--- config.mk ---
export PLATFORM = sky130hd
export DESIGN_NAME = aes_key_sched
export DESIGN_NICKNAME = d
export VERILOG_FILES = /design/src/rtl/aes_pkg.sv /design/src/rtl/aes_key_sched.sv
export SDC_FILE = /design/constraint.sdc
export NUM_CORES = 2
export LEC_CHECK = 0
export BUFFER_PORTS_ARGS = -buffer_cell sky130_fd_sc_hd__buf_2
export CORE_MARGIN = 8
export CORE_UTILIZATION = 47
export CTS_CLUSTER_SIZE = 10
export DETAILED_ROUTE_END_ITERATION = 8
export PLACE_DENSITY = 0.7
export SYNTH_ARGS = -nofsm -noshare
export SYNTH_HDL_FRONTEND = slang
export SYNTH_SLANG_ARGS = --single-unit
--- constraint.sdc ---
create_clock -name clock -period 28 [get_ports clock]
set_input_delay 2.8 -clock clock [delete_from_list [all_inputs] [get_ports clock]]
set_output_delay 2.8 -clock clock [all_outputs]
set_load 0.05 [all_outputs]
--- src/rtl/aes_pkg.sv ---
// AES-256 engine package: widths, S-box functions, GF helpers and round transforms.
// Depends on nothing; used by every module of the engine.
package aes_pkg;

   localparam int BLOCK_BYTES = 16;
   localparam int KEY_BITS    = 256;
   localparam int KEY_WORDS   = KEY_BITS / 32;
   localparam int ROUNDS      = KEY_WORDS + 6;
   localparam int RK_ENTRIES  = 2 * (ROUNDS + 1);
   localparam int RK_AW       = $clog2(RK_ENTRIES);
   localparam int RND_W       = $clog2(ROUNDS + 1);
   localparam int CNT_W       = 5;

   localparam logic [1:0] CSR_KEY0 = 2'd0;
   localparam logic [1:0] CSR_KEY1 = 2'd1;
   localparam logic [1:0] CSR_KEY2 = 2'd2;
   localparam logic [1:0] CSR_KEY3 = 2'd3;

   localparam logic MODE_ENC = 1'b0;
   localparam logic MODE_DEC = 1'b1;

   typedef logic [127:0] block_type;

   function automatic logic [7:0] sbox(input logic [7:0] a);
      logic [7:0] t [256];
      t = '{
      8'h63,8'h7c,8'h77,8'h7b,8'hf2,8'h6b,8'h6f,8'hc5,8'h30,8'h01,8'h67,8'h2b,8'hfe,8'hd7,8'hab,8'h76,
      8'hca,8'h82,8'hc9,8'h7d,8'hfa,8'h59,8'h47,8'hf0,8'had,8'hd4,8'ha2,8'haf,8'h9c,8'ha4,8'h72,8'hc0,
      8'hb7,8'hfd,8'h93,8'h26,8'h36,8'h3f,8'hf7,8'hcc,8'h34,8'ha5,8'he5,8'hf1,8'h71,8'hd8,8'h31,8'h15,
      8'h04,8'hc7,8'h23,8'hc3,8'h18,8'h96,8'h05,8'h9a,8'h07,8'h12,8'h80,8'he2,8'heb,8'h27,8'hb2,8'h75,
      8'h09,8'h83,8'h2c,8'h1a,8'h1b,8'h6e,8'h5a,8'ha0,8'h52,8'h3b,8'hd6,8'hb3,8'h29,8'he3,8'h2f,8'h84,
      8'h53,8'hd1,8'h00,8'hed,8'h20,8'hfc,8'hb1,8'h5b,8'h6a,8'hcb,8'hbe,8'h39,8'h4a,8'h4c,8'h58,8'hcf,
      8'hd0,8'hef,8'haa,8'hfb,8'h43,8'h4d,8'h33,8'h85,8'h45,8'hf9,8'h02,8'h7f,8'h50,8'h3c,8'h9f,8'ha8,
      8'h51,8'ha3,8'h40,8'h8f,8'h92,8'h9d,8'h38,8'hf5,8'hbc,8'hb6,8'hda,8'h21,8'h10,8'hff,8'hf3,8'hd2,
      8'hcd,8'h0c,8'h13,8'hec,8'h5f,8'h97,8'h44,8'h17,8'hc4,8'ha7,8'h7e,8'h3d,8'h64,8'h5d,8'h19,8'h73,
      8'h60,8'h81,8'h4f,8'hdc,8'h22,8'h2a,8'h90,8'h88,8'h46,8'hee,8'hb8,8'h14,8'hde,8'h5e,8'h0b,8'hdb,
      8'he0,8'h32,8'h3a,8'h0a,8'h49,8'h06,8'h24,8'h5c,8'hc2,8'hd3,8'hac,8'h62,8'h91,8'h95,8'he4,8'h79,
      8'he7,8'hc8,8'h37,8'h6d,8'h8d,8'hd5,8'h4e,8'ha9,8'h6c,8'h56,8'hf4,8'hea,8'h65,8'h7a,8'hae,8'h08,
      8'hba,8'h78,8'h25,8'h2e,8'h1c,8'ha6,8'hb4,8'hc6,8'he8,8'hdd,8'h74,8'h1f,8'h4b,8'hbd,8'h8b,8'h8a,
      8'h70,8'h3e,8'hb5,8'h66,8'h48,8'h03,8'hf6,8'h0e,8'h61,8'h35,8'h57,8'hb9,8'h86,8'hc1,8'h1d,8'h9e,
      8'he1,8'hf8,8'h98,8'h11,8'h69,8'hd9,8'h8e,8'h94,8'h9b,8'h1e,8'h87,8'he9,8'hce,8'h55,8'h28,8'hdf,
      8'h8c,8'ha1,8'h89,8'h0d,8'hbf,8'he6,8'h42,8'h68,8'h41,8'h99,8'h2d,8'h0f,8'hb0,8'h54,8'hbb,8'h16};
      return t[a];
   endfunction

   function automatic logic [7:0] inv_sbox(input logic [7:0] a);
      logic [7:0] t [256];
      t = '{
      8'h52,8'h09,8'h6a,8'hd5,8'h30,8'h36,8'ha5,8'h38,8'hbf,8'h40,8'ha3,8'h9e,8'h81,8'hf3,8'hd7,8'hfb,
      8'h7c,8'he3,8'h39,8'h82,8'h9b,8'h2f,8'hff,8'h87,8'h34,8'h8e,8'h43,8'h44,8'hc4,8'hde,8'he9,8'hcb,
      8'h54,8'h7b,8'h94,8'h32,8'ha6,8'hc2,8'h23,8'h3d,8'hee,8'h4c,8'h95,8'h0b,8'h42,8'hfa,8'hc3,8'h4e,
      8'h08,8'h2e,8'ha1,8'h66,8'h28,8'hd9,8'h24,8'hb2,8'h76,8'h5b,8'ha2,8'h49,8'h6d,8'h8b,8'hd1,8'h25,
      8'h72,8'hf8,8'hf6,8'h64,8'h86,8'h68,8'h98,8'h16,8'hd4,8'ha4,8'h5c,8'hcc,8'h5d,8'h65,8'hb6,8'h92,
      8'h6c,8'h70,8'h48,8'h50,8'hfd,8'hed,8'hb9,8'hda,8'h5e,8'h15,8'h46,8'h57,8'ha7,8'h8d,8'h9d,8'h84,
      8'h90,8'hd8,8'hab,8'h00,8'h8c,8'hbc,8'hd3,8'h0a,8'hf7,8'he4,8'h58,8'h05,8'hb8,8'hb3,8'h45,8'h06,
      8'hd0,8'h2c,8'h1e,8'h8f,8'hca,8'h3f,8'h0f,8'h02,8'hc1,8'haf,8'hbd,8'h03,8'h01,8'h13,8'h8a,8'h6b,
      8'h3a,8'h91,8'h11,8'h41,8'h4f,8'h67,8'hdc,8'hea,8'h97,8'hf2,8'hcf,8'hce,8'hf0,8'hb4,8'he6,8'h73,
      8'h96,8'hac,8'h74,8'h22,8'he7,8'had,8'h35,8'h85,8'he2,8'hf9,8'h37,8'he8,8'h1c,8'h75,8'hdf,8'h6e,
      8'h47,8'hf1,8'h1a,8'h71,8'h1d,8'h29,8'hc5,8'h89,8'h6f,8'hb7,8'h62,8'h0e,8'haa,8'h18,8'hbe,8'h1b,
      8'hfc,8'h56,8'h3e,8'h4b,8'hc6,8'hd2,8'h79,8'h20,8'h9a,8'hdb,8'hc0,8'hfe,8'h78,8'hcd,8'h5a,8'hf4,
      8'h1f,8'hdd,8'ha8,8'h33,8'h88,8'h07,8'hc7,8'h31,8'hb1,8'h12,8'h10,8'h59,8'h27,8'h80,8'hec,8'h5f,
      8'h60,8'h51,8'h7f,8'ha9,8'h19,8'hb5,8'h4a,8'h0d,8'h2d,8'he5,8'h7a,8'h9f,8'h93,8'hc9,8'h9c,8'hef,
      8'ha0,8'he0,8'h3b,8'h4d,8'hae,8'h2a,8'hf5,8'hb0,8'hc8,8'heb,8'hbb,8'h3c,8'h83,8'h53,8'h99,8'h61,
      8'h17,8'h2b,8'h04,8'h7e,8'hba,8'h77,8'hd6,8'h26,8'he1,8'h69,8'h14,8'h63,8'h55,8'h21,8'h0c,8'h7d};
      return t[a];
   endfunction

   function automatic logic [31:0] sub_word(input logic [31:0] w);
      return {sbox(w[31:24]), sbox(w[23:16]), sbox(w[15:8]), sbox(w[7:0])};
   endfunction

   function automatic logic [7:0] xt(input logic [7:0] a);
      return {a[6:0], 1'b0} ^ (a[7] ? 8'h1b : 8'h00);
   endfunction

   // byte i of the block sits at bits 127-8i
   function automatic logic [7:0] get_b(input block_type s, input int i);
      return s[127 - 8*i -: 8];
   endfunction

   function automatic block_type fwd_round(input block_type s, input logic last_rnd);
      block_type t;
      block_type m;
      logic [7:0] a0, a1, a2, a3;
      for (int r = 0; r < 4; r++)
         for (int c = 0; c < 4; c++)
            t[127 - 8*(r + 4*c) -: 8] = sbox(get_b(s, r + 4*((c + r) & 3)));
      m = t;
      for (int c = 0; c < 4; c++) begin
         a0 = get_b(t, 4*c);     a1 = get_b(t, 4*c + 1);
         a2 = get_b(t, 4*c + 2); a3 = get_b(t, 4*c + 3);
         m[127 - 32*c -: 8]  = xt(a0) ^ xt(a1) ^ a1 ^ a2 ^ a3;
         m[119 - 32*c -: 8]  = a0 ^ xt(a1) ^ xt(a2) ^ a2 ^ a3;
         m[111 - 32*c -: 8]  = a0 ^ a1 ^ xt(a2) ^ xt(a3) ^ a3;
         m[103 - 32*c -: 8]  = xt(a0) ^ a0 ^ a1 ^ a2 ^ xt(a3);
      end
      return last_rnd ? t : m;
   endfunction

   function automatic block_type inv_shift_sub(input block_type s);
      block_type t;
      for (int r = 0; r < 4; r++)
         for (int c = 0; c < 4; c++)
            t[127 - 8*(r + 4*((c + r) & 3)) -: 8] = inv_sbox(get_b(s, r + 4*c));
      return t;
   endfunction

   function automatic block_type inv_mix(input block_type s);
      block_type m;
      logic [7:0] a [4];
      logic [7:0] x2 [4];
      logic [7:0] x4 [4];
      logic [7:0] x8 [4];
      logic [7:0] k9 [4];
      logic [7:0] kb [4];
      logic [7:0] kd [4];
      logic [7:0] ke [4];
      for (int c = 0; c < 4; c++) begin
         for (int j = 0; j < 4; j++) begin
            a[j]  = get_b(s, 4*c + j);
            x2[j] = xt(a[j]);
            x4[j] = xt(x2[j]);
            x8[j] = xt(x4[j]);
            k9[j] = x8[j] ^ a[j];
            kb[j] = x8[j] ^ x2[j] ^ a[j];
            kd[j] = x8[j] ^ x4[j] ^ a[j];
            ke[j] = x8[j] ^ x4[j] ^ x2[j];
         end
         m[127 - 32*c -: 8] = ke[0] ^ kb[1] ^ kd[2] ^ k9[3];
         m[119 - 32*c -: 8] = k9[0] ^ ke[1] ^ kb[2] ^ kd[3];
         m[111 - 32*c -: 8] = kd[0] ^ k9[1] ^ ke[2] ^ kb[3];
         m[103 - 32*c -: 8] = kb[0] ^ kd[1] ^ k9[2] ^ ke[3];
      end
      return m;
   endfunction

endpackage

--- src/rtl/aes_key_sched.sv ---
// AES-256 key expansion: one 32-bit schedule word per cycle into the round key memory.
// Depends on aes_pkg.
module aes_key_sched (
   input  logic                      clock,
   input  logic                      reset,
   input  logic                      start,
   input  logic [255:0]              key,
   input  logic [aes_pkg::RK_AW-1:0] rd_addr,
   output logic [127:0]              rd_data,
   output logic                      busy
);
   import aes_pkg::*;

   localparam int SCHED_WORDS = 4 * (ROUNDS + 1);
   localparam int WI_W = $clog2(SCHED_WORDS + 1);

   // round key memory: two 64-bit halves per round key row
   logic [127:0] rk_mem [ROUNDS + 1];
   logic [31:0]  win_ff [KEY_WORDS];
   logic [31:0]  win_in [KEY_WORDS];
   logic [WI_W-1:0] idx_ff, idx_in;
   logic         busy_ff, busy_in;
   logic [7:0]   rcon_ff, rcon_in;
   logic [31:0]  t, new_w;
   logic [2:0]   pos;
   logic [127:0] row_ff, row_in;

   assign pos = idx_ff[2:0];

   always_comb begin
      t = win_ff[KEY_WORDS-1];
      if (pos == 3'd0)
         t = sub_word({t[23:0], t[31:24]}) ^ {rcon_ff, 24'h0};
      else if (pos == 3'd4)
         t = sub_word(t);
      new_w = win_ff[0] ^ t;
   end

   always_comb begin
      busy_in = busy_ff;
      idx_in  = idx_ff;
      rcon_in = rcon_ff;
      win_in  = win_ff;
      row_in  = row_ff;
      if (start) begin
         busy_in = 1'b1;
         idx_in  = WI_W'(KEY_WORDS);
         rcon_in = 8'h01;
         for (int i = 0; i < KEY_WORDS; i++)
            win_in[i] = key[255 - 32*i -: 32];
      end else if (busy_ff) begin
         for (int i = 0; i < KEY_WORDS - 1; i++)
            win_in[i] = win_ff[i+1];
         win_in[KEY_WORDS-1] = new_w;
         row_in = {row_ff[95:0], new_w};
         if (pos == 3'd0)
            rcon_in = xt(rcon_ff);
         idx_in = idx_ff + 1'b1;
         if (idx_ff == WI_W'(SCHED_WORDS - 1))
            busy_in = 1'b0;
      end
   end

   always_ff @(posedge clock) begin
      if (reset) begin
         busy_ff <= 1'b0;
         idx_ff  <= '0;
         rcon_ff <= 8'h01;
      end else begin
         busy_ff <= busy_in;
         idx_ff  <= idx_in;
         rcon_ff <= rcon_in;
      end
      win_ff <= win_in;
      row_ff <= row_in;
   end

   // key rows 0 and 1 are the raw key; later rows fill as each fourth word lands
   logic [RND_W-1:0] wr_row;
   logic             wr_en;
   logic [127:0]     wr_data;
   always_comb begin
      wr_en   = 1'b0;
      wr_row  = '0;
      wr_data = {row_ff[95:0], new_w};
      if (start) begin
         wr_en = 1'b0;
      end else if (busy_ff && idx_ff[1:0] == 2'd3) begin
         wr_en  = 1'b1;
         wr_row = idx_ff[WI_W-1:2];
      end
   end

   always_ff @(posedge clock) begin
      if (start) begin
         rk_mem[0] <= key[255:128];
      end else if (wr_en) begin
         rk_mem[wr_row] <= wr_data;
      end
   end

   logic [127:0] key1_ff;
   always_ff @(posedge clock) begin
      if (start)
         key1_ff <= key[127:0];
   end

   logic [127:0] rd_mem_ff;
   logic         rd_is1_ff;
   always_ff @(posedge clock) begin
      rd_mem_ff <= rk_mem[rd_addr[RK_AW-1:1]];
      rd_is1_ff <= (rd_addr[RK_AW-1:1] == RND_W'(1));
   end
   assign rd_data = rd_is1_ff ? key1_ff : rd_mem_ff;
   assign busy    = busy_ff;

   property p_busy_len;
      @(posedge clock) disable iff (reset)
         start |=> busy_ff && idx_ff == WI_W'(KEY_WORDS);
   endproperty
   a_busy_len: assert property (p_busy_len) else $error("schedule start");

   property p_idx_range;
      @(posedge clock) disable iff (reset)
         busy_ff |-> idx_ff < WI_W'(SCHED_WORDS);
   endproperty
   a_idx_range: assert property (p_idx_range) else $error("schedule index");

   property p_done;
      @(posedge clock) disable iff (reset)
         busy_ff && !start && idx_ff == WI_W'(SCHED_WORDS - 1) |=> !busy_ff;
   endproperty
   a_done: assert property (p_done) else $error("schedule end");
endmodule

* Word-level counts from Yosys, hierarchy flattened
Memories as Yosys holds them, arrays and structs flattened. A register that Yosys moved wholly into a read port is not among the register bits.
Index checks and enable logic that the tools add are counted.
W data, S select, Z words.
** Cells by class
- Add/subtract/negate cells :: 1
- $lt $le $gt $ge :: 4
- Eq/ne operators :: 4
- Muxes and demuxes :: 31
- Bitwise operators :: 8
- Reduce and logical (&&, ||, !) cells :: 7
** Operators by type and width (number)
- $mux W256 :: 2
- $mux W128 :: 2
- $reduce_or A128 Y1 :: 1
- $mux W32 :: 2
- $mux W8 :: 8
- $xor A32 B32 Y32 :: 2
- $ge A9 B9 Y1 const B :: 4
- $not A8 Y9 :: 4
- $mux W4 :: 5
- $mux W1 :: 11
- $xor A8 B5 Y8 :: 1
- $add A6 B1 Y6 const B :: 1
- $eq A6 B6 Y1 const B :: 1
- $mux W5 :: 1
- $eq A4 B1 Y1 const B :: 1
- $reduce_and A2 Y1 :: 2
- $eq A3 B3 Y1 const B :: 1
- $logic_not A3 Y1 :: 1
- $eq A2 B2 Y1 const B :: 1
- $reduce_bool A2 Y1 :: 1
- $reduce_or A2 Y1 :: 1
- $logic_and A1 B1 Y1 :: 1
- $not A1 Y1 :: 1
** Storage, ports and cells
- Flip-flop bits (word level) :: 496
- Memory bits (writable) :: 1920
- Bits in read-only memories :: 8192
- Input port bits :: 264
- Output and inout port bits :: 129
- Word-level logic and storage cells :: 75
- Memories kept :: 5
** Memory list
- (name not given) :: depth 256, width 8, rd ports 1, clocked after memory_dff 0, write ports 0, RTL line aes_pkg.sv:43 : return t[a];
- (name not given) :: depth 256, width 8, rd ports 1, clocked after memory_dff 0, write ports 0, RTL line aes_pkg.sv:43
- (name not given) :: depth 256, width 8, rd ports 1, clocked after memory_dff 0, write ports 0, RTL line aes_pkg.sv:43
- (name not given) :: depth 256, width 8, rd ports 1, clocked after memory_dff 0, write ports 0, RTL line aes_pkg.sv:43
- rk_mem :: depth 15, width 128, rd ports 1, clocked after memory_dff 1, write ports 1, RTL line aes_key_sched.sv:18 : logic [127:0] rk_mem [ROUNDS + 1];

* Longest topological paths before layout
- Depth after elaboration :: 9
- Gate-level depth with buffers :: 15
- Depth with buffers taken out :: 11

* Least setup slack after synthesis
No wires, ideal clock.
- Path type :: input port to flip-flop
- Start :: in start
- End :: mem rk_mem[1][0] (enable)
- Setup time :: 0.929 ns
- Arrival :: 15.617 ns
- Data required time :: 27.071 ns
- Slack :: 11.454 ns
- Stages :: 4
- Path buffers :: 2
- Path through :: or2_2 clkbuf_1 clkbuf_1 nor4_1
** Between the ends
- Cells in the longest elaborated chain, start to end :: 6
- Elaborated cells between the ends (all ways) :: 10
- Those cells by class :: mux: 9; reduce/logical: 1
** Ends and longest elaborated chain
- from (decl) :: RTL line aes_key_sched.sv:6 : input logic start,
- $mux W1 :: RTL line aes_key_sched.sv:86 : if (start) begin
- $mux W1 :: RTL line aes_key_sched.sv:97 : end else if (wr_en) begin
- $mux W1 :: RTL line aes_key_sched.sv:95 : if (start) begin
- $mux W1 (not written as such) :: RTL line aes_key_sched.sv:98 : rk_mem[wr_row] <= wr_data;
- $reduce_or A128 Y1 (no source line)
- $mux W4 (no source line) or $mux W1 (tied branches)
- to (decl) :: RTL line aes_key_sched.sv:18
Parallel ways exist; a longest one is shown, timed or not.

==> summary.txt <==
DRT met1 WL - 143000 microns
Pre-Repair DR Iteration Count - 6
Seq/Total Area, Yosys - 67.5%
Highest routed layer - met5
Final Hold Viols - 0
Max Fclk - 131 MHz
Total global-route track usage - 29.2%
Share of the synthesized area in the top cell type - 64.9%
Die area - 0.252 sq mm
Synthesized flop and latch total - 2544
Slew HR - 18.9%
EDFF count, synth - 2400
Port Buf Inserts - 391
Synth top area cells - edfxtp_1 65%, mux4_2 8.5%, mux2_2 3.7%
Mapped Cells - 7125
Drt via density - 6.46
Status - completed
Met3 WL - 31800 microns
Net Count, Synth - 7451
Detailed placement HPWL - 237000 microns
Io pins - 393
Register Area - 0.0750 sq mm
Post-synth top cells - 2400 x edfxtp_1, 593 x nand2_1, 418 x mux4_2, 364 x mux2_2, 326 x nor2_1
Row count - 178
Area grow syn2layout - 12.7%
Initial antenna violation count - 59
Syn avg cell area - 15.6 sq um
Distinct cells, synth - 106
Fraction of registers with async set or reset after synthesis - 0%
WS Path Type - in -> reg
PwrDens - 85.9 mW/mm^2
Gr ovfl total - 0
DR WL met2 - 176000 microns
Initial DRC count - 9416
Gates resized, CTS repair - 0
Worst Path Arrival - 8.45 ns
H-tree depth - 5
Syn Std Cell Area - 0.111 sq mm
Main synth FF type - edfxtp_1
Via count - 70044
Leak - 42.2 nW
Root Driver - clkbuf_16
Fillers - 18608
Largest net degree at the start of global routing - 140
Req. time, crit path - 28.80 ns
Min-Delay Path Class - reg -> reg
RSZ-0062 raised after global routing - false
TritonCTS Sinks - 2544
Area leader, netlist - edfxtp_1
Initial core utilization - 47.2%
Maximum fanout along the worst path - 57
Number of global-route vias before repair - 67726
Gpl congestion - 1.01
Cell with the most instances after synthesis - edfxtp_1
Max cap viols - 0
Clk pin slew, worst setup/hold paths - 0.05 ns
Fin Hold WS - 0.446 ns
Fin crit share - 27.3%
Drt drc - 0
Die H - 502 microns
Final TNS setup - 0 ns
CP Capture Type - flop
Number of routed nets with antenna violations - 0
Clk_skew - 0.0763 ns
Final #Nets - 7758
Share of post-route cells with drive strength above 1 - 23.0%
CTS tree - yes
Core outline area - 0.235 sq mm
Hold-fix buffers, CTS - 0
Startpoint Class - input pin
Worst-Skew Late Latency - 0.95 ns
Max Slew Vio Count - 0
Wire length per cell - 34.8 microns
Final WL - 377000 microns
Multi-input logic area - 0.0335 sq mm
Tmin final - 7.65 ns
Least-Margin Pin Slew - 1.21 ns
Setup violators final - 0
VDD IR max - 0.0556 mV
CTS Buf Count - 311
Syn. warnings - 0
Global-route wire length before repair - 523000 microns
# Post-CTS Setup Buffers - 0
Die W - 502 microns
Clock buffer depth - 4
-- cell families (layout without fill, tap and decap cells) --
| logic type | after synthesis | count (layout) | synth area share (%) |
|---|---|---|---|
| DFF | 2544 | 2544 | 67.5 |
| and+or+nand+nor | 1441 | 1441 | 5.94 |
| AOI/OAI and AO/OA | 1308 | 1308 | 8.00 |
| muxes | 1099 | 1099 | 15.0 |
| buffers and inverters | 624 | 1146 | 2.41 |
| adders and majority gates | 62 | 62 | 0.699 |
| xor gates and xnor gates | 47 | 47 | 0.384 |
| other | 0 | 39 | 0 |
-- where the power goes --
part	switching, mW	total [mW]	internal, mW
logic	1.91	2.76	0.842
registers	0.0811	4.40	4.32
clock network	1.46	3.59	2.13
total	3.46	10.7	7.28
-- registers in the layout, summed over array words and instances (netlist names) --
signal,count
rk_mem,1920
win_ff,256
key1_ff,128
rd_mem_ff,128
row_ff,96
rcon_ff,8
idx_ff,6
busy,1
rd_is1_ff,1
-- placed cells by master, fill, tap and decap left out, drive strengths merged, types with 33 or more instances in the layout --
cell	count
a211oi	67
a21oi	301
a221o	74
a311oi	43
a31oi	55
buf	551
clkbuf	506
dfxtp	144
diode	39
edfxtp	2400
ha	62
inv	64
mux2	371
mux2i	310
mux4	418
nand2	594
nand2b	91
nand3	87
nor2	326
nor2b	76
nor3	80
o211ai	46
o21ai	290
o22ai	87
o311ai	51
or2	37
xnor2	33
-- stage by stage --
| step | total power [mW] | instance area, sq um | std cells | utilization [%] | setup slack, ns |
|---|---|---|---|---|---|
| 4_1_cts | 10.7 | 125000 | 10797 | 53.2 | 20.24 |
| 6_report | 10.7 | 125000 | 10836 | 53.2 | 20.35 |
| 3_3_place_gp | 7.16 | 116000 | 10269 | 49.4 | 19.24 |
| 3_5_place_dp | 7.13 | 116000 | 10269 | 49.4 | 19.23 |
| 5_1_grt | 11.0 | 125000 | 10827 | 53.2 | 19.91 |
| 2_1_floorplan | 6.12 | 111000 | 7125 | - | 11.45 |
-- metal layers --
metal / track usage (%) / vias to the layer above
met5: 0 / -
met4: 18.1 / 8
met3: 4.85 / 843
met2: 45.6 / 4169
met1: 38.3 / 36089
li1: - / 28935
-- worst paths after layout --
check	start	cells past startpoint	to	slack, ns
max reg2reg	win_ff[17]$_DFFE_PP_	12	rk_mem[5][30]$_DFFE_PP_	21.69
min	row_ff[37]$_DFFE_PP_	0	row_ff[69]$_DFFE_PP_	0.45
max	rd_addr[1]	10	rd_mem_ff[21]$_DFF_P_	20.35
min reg2reg	row_ff[37]$_DFFE_PP_	0	row_ff[69]$_DFFE_PP_	0.45
-- final cells by class --
type	instances	share of cell area, %
antenna	39	0.0780
clock buffer	505	6.90
clock inverter	23	0.227
timing repair buffer	552	2.71
multi-input combinational	3957	26.8
tap	3150	3.15
inverter	66	0.198
sequential	2544	59.9
-- critical path, stage by stage --
cell     delay (ns)
buf_8          0.48
buf_4          0.81
buf_4          0.81
buf_4          0.78
buf_4          0.73
buf_4          0.76
mux4_2         0.59
nor2_1         0.10
a21oi_1        0.06
a221o_1        0.31
Note: power is estimated with default switching activity, not from simulation.
